--- config.mk ---
export PLATFORM = sky130hd
export DESIGN_NAME = bos_cell
export DESIGN_NICKNAME = d
export VERILOG_FILES = /design/src/sv/bos_pkg.sv /design/src/sv/bos_cell.sv
export SDC_FILE = /design/constraint.sdc
export NUM_CORES = 1
export LEC_CHECK = 0
export BUFFER_PORTS_ARGS = -buffer_cell sky130_fd_sc_hd__buf_2
export CAP_MARGIN = 15
export CORE_UTILIZATION = 37
export DETAILED_ROUTE_END_ITERATION = 10
export MAX_ROUTING_LAYER = met4
export PLACE_DENSITY = 0.6
export SETUP_SLACK_MARGIN = 0.4
export SYNTH_ARGS = -nofsm -noshare
export SYNTH_HDL_FRONTEND = slang
export SYNTH_SLANG_ARGS = --single-unit
--- constraint.sdc ---
create_clock -name clk -period 3.8 [get_ports clk]
set_input_delay 0.57 -clock clk [delete_from_list [all_inputs] [get_ports clk]]
set_output_delay 0.57 -clock clk [all_outputs]
set_load 0.005 [all_outputs]
--- src/sv/bos_pkg.sv ---
// Odd-even sort package: cell payload type, cell operation codes, FSM states and the ordering function.
// No dependencies; used by the interfaces, the cell, the top level and the checker.
package bos_pkg;

	localparam int unsigned VALUE_W = 32;

	// One slot of the sorting row; an empty slot orders after every held value.
	typedef struct packed {
		logic                      valid;
		logic signed [VALUE_W-1:0] data;
	} cell_t;

	typedef enum logic [2:0] {
		CELL_HOLD,
		CELL_SHR,
		CELL_SHL,
		CELL_LO,
		CELL_HI
	} cell_op_t;

	typedef enum logic [1:0] {
		ST_LOAD,
		ST_SORT,
		ST_EMIT
	} state_t;

	// True when a must sit after b in ascending order.
	function automatic logic after(input cell_t a, input cell_t b);
		after = (!a.valid && b.valid) || (a.valid && b.valid && (a.data > b.data));
	endfunction

endpackage

--- src/sv/bos_cell.sv ---
// One slot of the sorting row: shifts with its neighbors or does half of a
// compare-exchange with one of them. Depends on bos_pkg.
module bos_cell (
	input  logic              clk,
	input  logic              arst_n,
	input  bos_pkg::cell_op_t op,
	input  bos_pkg::cell_t    left,
	input  bos_pkg::cell_t    right,
	output bos_pkg::cell_t    cell_q
);

	bos_pkg::cell_t nxt;

	always_comb begin
		unique case (op)
			bos_pkg::CELL_HOLD: nxt = cell_q;
			bos_pkg::CELL_SHR:  nxt = left;
			bos_pkg::CELL_SHL:  nxt = right;
			// lower slot of a pair keeps the smaller one
			bos_pkg::CELL_LO:   nxt = bos_pkg::after(cell_q, right) ? right : cell_q;
			bos_pkg::CELL_HI:   nxt = bos_pkg::after(left, cell_q) ? left : cell_q;
			default:            nxt = cell_q;
		endcase
	end

	always_ff @(posedge clk or negedge arst_n) begin
		if (!arst_n) begin
			cell_q <= '0;
		end else begin
			cell_q <= nxt;
		end
	end

endmodule

==> impl_metrics.toml, run 1 <==
[run_status]
status = "complete, no violations"

[sta]
maxSlewViolCount = 0
fmax_ghz = 0.340
fin_skew_ns = 0.00408
setup_tns_ns = 0
min_period_over_period = 0.773
maxSlewHeadroom = 0.472
fin_crit_ns = 2.94
setup_viol = 0
grt_setup_unrepaired = "no"
tightest_slew_ns = 0.792
finalHoldViolCount = 0

[power_and_ir_drop]
seqPwrFrac = 0.333
pwr-share-clk = 0.171
total_power_mw = 1.54
p_sw_mw = 0.630
pwr-share-comb = 0.496
powerDensity_nw_per_um2 = 391
ir_drop_uv = 129
p_leak_nw = 2.22
switching_share = 0.408
power.internal_mw = 0.913

[finish]
nFillCells = 837
fin_util = 0.471
largest_reg_flops = 33
top_register = "cell_q"
syn2layout_area_growth_pct = 20.6
fin_nets = 626
largestRegisters = "cell_q (33)"
antenna_cells = 0
drive_above_1_share = 0.248

[clock_network]
cts_tree = "built"
ctsHoldBuffers = 0
clk_latency_ns = 0.29
cts_resized = 0
cts_made_buffers = 5
clk_pin_slew_ns = 0.07
cts_buffer_depth = 2
cts.sinks = 33
cts_setup_buffers = 0
cts-root-buf = "clkbuf_8"
htree_levels = 2

[logic_synthesis]
syn_area_per_cell_sq_um = 8.45
synth_seq_cells = 33
synth-main-ff-cell = "dfrtp_1"
yosysTopAreaCell = "dfrtp_1"
syn-cell-area_sq_um = 3270
yosysWarnings = 0
synth_edf_count = 0
synth_area_leaders = "dfrtp_1 25%, ha_1 24%, mux2i_1 10%"
synth_common_cells = "65 x inv_1, 64 x ha_1, 55 x a21oi_1, 41 x nor2_1"
synthArstFlopShare = 1.00
synth_most_common_cell = "inv_1"
synth_nets = 522
synth_top_area_frac = 0.252
syn_inst = 387
synth_cell_types = 38
ys_seq_area_frac = 0.252

[setup_path]
rr_startpoint = "cell_q[31]$_DFFE_PN0P_"
rrSetupSlack_ns = 0.86
startpoint = "cell_q[31]$_DFFE_PN0P_"
path_max_fanout = 11
r2r_end = "cell_q[6]$_DFFE_PN0P_"
cp-end-kind = "flip-flop"
worst_setup_path_start_kind = "flip-flop"
arrival_ns = 3.15
ff2ff_path_depth = 11
worstSetupPathType = "flip-flop to flip-flop"
crit_required_ns = 4.01
critPathCapture = "cell_q[6]$_DFFE_PN0P_"

[floorplanning]
io_pins = 104
core_area_sq_um = 8380
die_y_um = 96.0
initial_core_util = 0.390
die_x_um = 96.0
die_area_sq_um = 9220
rows = 33

[placement]
place_congestion = 0.838
dp_hpwl_um = 6930
portBuffers = 103

[route]
drc = 0
wl_um = 8490
drt_iter0_drc = 114
avgRoutedWirePerCell_um = 14.2
vias = 3039
wl_met2_um = 3830
drt.antenna.violating_nets = 0
met1_length_um = 4140
routed_via_density = 5.09
highest-signal-layer = "met4"
wl_met3_um = 416
firstDrtPassIters = 4

[global_routing]
grt_max_degree = 66
grt_usage = 0.204
antenna_found_initial = 0
grt_pass1_vias = 3019
overflow = 0
grt_pass1_wl_um = 14000

[run]
maxCapViolCount = 0

[min_path]
min_path_type = "input pin to async pin"
power groups by stage:
| stage | registers (mW) | logic [mW] | clock network, mW |
|---|---|---|---|
| 2_1_floorplan | 0.512 | 0.494 | 0 |
| 3_3_place_gp | 0.518 | 0.747 | 0 |
| 3_5_place_dp | 0.521 | 0.763 | 0 |
| 4_1_cts | 0.515 | 0.768 | 0.277 |
| 5_1_grt | 0.525 | 0.889 | 0.292 |
| 6_report | 0.514 | 0.765 | 0.265 |
critical path: stages (launching register included):
cell	delay (ns)
dfrtp_1	0.38
inv_1	0.07
ha_1	0.35
nand4_2	0.16
or4_4	0.56
nor2_2	0.13
nor2_1	0.06
nand3_1	0.09
o211ai_2	0.10
o21ai_4	0.41
buf_4	0.33
mux2i_1	0.22
placed cells by master, fill, tap and decap left out, types with 2 or more instances in the layout:
master	count
dfrtp_1	33
a211oi_1	5
clkbuf_8	5
clkbuf_1	3
mux2i_1	33
buf_2	103
ha_1	64
nand4_1	15
nand2_1	17
o21ai_0	9
o211ai_1	4
nor2_1	41
inv_1	65
buf_4	4
nor2b_1	3
a221oi_1	2
a21oi_1	55
nand3_1	8
or4_4	2
logic make-up (layout without fill, tap and decap cells):
family	count (synthesis)	after routing	share of synthesized area
AND/OR/NAND/NOR	97	97	0.144
AO/OA/AOI/OAI	84	84	0.152
buffers and inverters	75	180	0.101
adder cells (fa/ha/maj)	64	64	0.245
multiplexers	34	34	0.106
flip-flops	33	33	0.252
per-layer routing:
| metal | up-vias | GRT usage |
|---|---|---|
| li1 | 1568 | - |
| met1 | 1394 | 0.275 |
| met2 | 69 | 0.317 |
| met3 | 8 | 0.0363 |
| met4 | 0 | 0.0473 |
| met5 | - | - |
per-stage QoR:
| stage | instances | hold slack, ns | instance area (sq um) | setup slack [ns] |
|---|---|---|---|---|
| 2_1_floorplan | 387 | 0.274 | 3270 | 1.12 |
| 3_3_place_gp | 589 | 0.562 | 3860 | 0.682 |
| 3_5_place_dp | 589 | 0.570 | 3860 | 0.590 |
| 4_1_cts | 597 | 0.398 | 3950 | 0.831 |
| 5_1_grt | 597 | 0.427 | 3950 | 0.606 |
| 6_report | 597 | 0.364 | 3950 | 0.861 |
final cells by class:
cell class / instances / area (sq um) / share of cell area
Inverter: 65 / 244 / 0.0618
Timing Repair Buffer: 107 / 546 / 0.138
Tap cell: 105 / 131 / 0.0333
Multi-Input combinational cell: 279 / 2120 / 0.537
Clock buffer: 8 / 80.1 / 0.0203
Sequential cell: 33 / 826 / 0.209
worst min path at each step:
stage / end / from / slack [ns]
5_1_grt: cell_q[24]$_DFFE_PN0P_ / arst_n / 0.43
3_5_place_dp: cell_q[4]$_DFFE_PN0P_ / cell_q[4]$_DFFE_PN0P_ / 0.57
2_1_floorplan: cell_q[0]$_DFFE_PN0P_ / arst_n / 0.27
4_1_cts: cell_q[1]$_DFFE_PN0P_ / arst_n / 0.40
6_report: cell_q[22]$_DFFE_PN0P_ / arst_n / 0.36
3_3_place_gp: cell_q[4]$_DFFE_PN0P_ / cell_q[4]$_DFFE_PN0P_ / 0.56
Note: power is estimated with default switching activity, not from simulation.
==> run 2: changes to the inputs <==
PLACE_DENSITY = 0.62   (was 0.6)
clock period = 2.6 ns   (was 3.8 ns; I/O delays follow)
==> run 2 against run 1 <==
  * The flow now finishes with violations (negative setup slack)
  * Design area increased by 22%
  * Fmax increased by 11%
  * Total power increased by 83%
  * Sequential share of layout area decreased by 3.7 points
  * Critical path type unchanged
  * Largest cell class unchanged
==> impl_metrics.toml, run 2 (synthesis gave the netlist of run 1 again) <==
[clock_network]
cts_buffer_depth = 2
clk_latency_ns = 0.29
cts-root-buf = "clkbuf_8"
cts.sinks = 33
cts_tree = "built"
cts_made_buffers = 5
ctsHoldBuffers = 0
clk_pin_slew_ns = 0.08
htree_levels = 2

[finish]
nFillCells = 757
final_common_cell = "buf_2"
fin_nets = 680
syn2layout_area_growth_pct = 46.7
largestRegisters = "cell_q (33)"
top_register = "cell_q"
largest_reg_flops = 33
fin_util = 0.573
layout_common_cells = "103 x buf_2, 61 x inv_1, 55 x a21oi_1"
antenna_cells = 0
drive_above_1_share = 0.388
fin_area_sq_um = 4800

[sta]
maxSlewViolCount = 0
setup_tns_ns = -0.132
maxSlewHeadroom = 0.455
hold_slack_ns = 0.188
finalHoldViolCount = 0
setup_ws_ns = -0.0550
fin_crit_ns = 2.65
grt_setup_unrepaired = "yes"
tightest_slew_ns = 0.818
fin_skew_ns = 0.00774
setup_viol = 10
min_period_over_period = 1.02
fmax_ghz = 0.377

[power_and_ir_drop]
p_leak_nw = 2.54
ir_drop_uv = 233
powerDensity_nw_per_um2 = 588

[global_routing]
antenna_found_initial = 0
grt_pass1_vias = 3253
overflow = 0
grt_pass1_wl_um = 15300
grt_max_degree = 34
grt_usage = 0.222

[route]
drc = 0
drt_iter0_drc = 158
firstDrtPassIters = 5
drt.antenna.violating_nets = 0
avgRoutedWirePerCell_um = 15.3
routed_via_density = 5.15
wl_um = 9990
vias = 3350

[setup_path]
worst_setup_path_start_kind = "flip-flop"
path_max_fanout = 3
crit_top_cell = "buf_4"
arrival_ns = 2.87
crit_required_ns = 2.82
worstSetupPathType = "flip-flop to flip-flop"
cp_slowest_cell = "dfrtp_1"
critPathMaxStageDelay_ns = 0.43
worstPathCellList = "inv_2, buf_6, buf_4, buf_4, buf_4, buf_4, buf_4, buf_4, buf_4, buf_4, buf_4, buf_4, buf_4, buf_4, buf_4, buf_4, buf_6, mux2i_4"
cp-end-kind = "flip-flop"
cp.buffers_inverters = 17
cp_top_family = "buffers and inverters"

[min_path]
min_path_type = "input pin to async pin"

[run_status]
status = "finished with violations"
violations = "negative setup slack"

[run]
maxCapViolCount = 0

[floorplanning]
rows = 33
die_y_um = 96.0
die_x_um = 96.0
initial_core_util = 0.390
die_area_sq_um = 9220
io_pins = 104
core_area_sq_um = 8380

[placement]
place_congestion = 0.800
dp_hpwl_um = 7180
pre_cts_ws_ns = -0.107
dpl-instance-area_sq_um = 4020
portBuffers = 103
[run 2: cell count changes in the layout (fill, tap and decap cells not counted), sizes merged]
cell	delta
clkbuf	+1
clkinv	+1
buf	+52
[run 2: cell type report]
cell class | count | area (sq um) | share of cell area
multi-input cells | 279 | 2420 | 0.505
repair buffers | 161 | 1070 | 0.224
flip-flops and latches | 33 | 826 | 0.172
inverters | 65 | 244 | 0.0508
well taps | 105 | 131 | 0.0274
clock buffers | 7 | 96.3 | 0.0201
clock inverters | 1 | 5.00 | 0.00104
[run 2: worst register-to-register path: stages (launching register included)]
cell and delay (ns):
dfrtp_1 0.43, inv_2 0.08, buf_6 0.12, buf_4 0.12, buf_4 0.12, buf_4 0.12, buf_4 0.12, buf_4 0.13
buf_4 0.12, buf_4 0.12, buf_4 0.12, buf_4 0.12, buf_4 0.12, buf_4 0.12, buf_4 0.12, buf_4 0.12
buf_4 0.12, buf_6 0.11, mux2i_4 0.13
[run 2: metal layers]
layer	track usage	up-vias	wire (um)
li1	-	1671	-
met1	0.285	1582	4460
met2	0.369	86	4890
met3	0.0261	11	518
met4	0.0597	0	120
met5	-	-	0
[run 2: path summary, 6_finish.rpt]
check | cells past startpoint | to | from | slack (ns)
max reg2reg | 18 | cell_q[26]$_DFFE_PN0P_ | cell_q[26]$_DFFE_PN0P_ | -0.05
min | 1 | cell_q[21]$_DFFE_PN0P_ | arst_n | 0.19
max | 18 | cell_q[26]$_DFFE_PN0P_ | cell_q[26]$_DFFE_PN0P_ | -0.05
max in group asynchronous | 1 | cell_q[12]$_DFFE_PN0P_ | arst_n | 1.90
min reg2reg | 2 | cell_q[10]$_DFFE_PN0P_ | cell_q[10]$_DFFE_PN0P_ | 0.58
min in group clk | 3 | cell_q[29]$_DFFE_PN0P_ | left[29] | 0.40
[run 2: power breakdown]
part           total [mW]  internal, mW  switching, mW  leakage (nW)
Clock               0.452         0.240          0.212        0.0542
Sequential          0.765         0.637          0.128         0.391
Combinational        1.61         0.847          0.760          2.09
Total                2.82          1.72           1.10          2.54
[run 2: per-stage QoR]
| step | total power [mW] | cells |
|---|---|---|
| after CTS | 2.65 | 647 |
| after global placement | 1.91 | 601 |
| after floorplan | 1.49 | 387 |
| final | 2.82 | 651 |
| after detailed placement | 1.95 | 601 |
| after global routing | 3.04 | 651 |
[run 2: what timing repair did]
item                       in CTS  in global routing
pin swaps                       2                 13
buffers inserted               37                  2
resized for setup              17                 24
cloned                          1                  2
setup endpoints to repair      33                 33
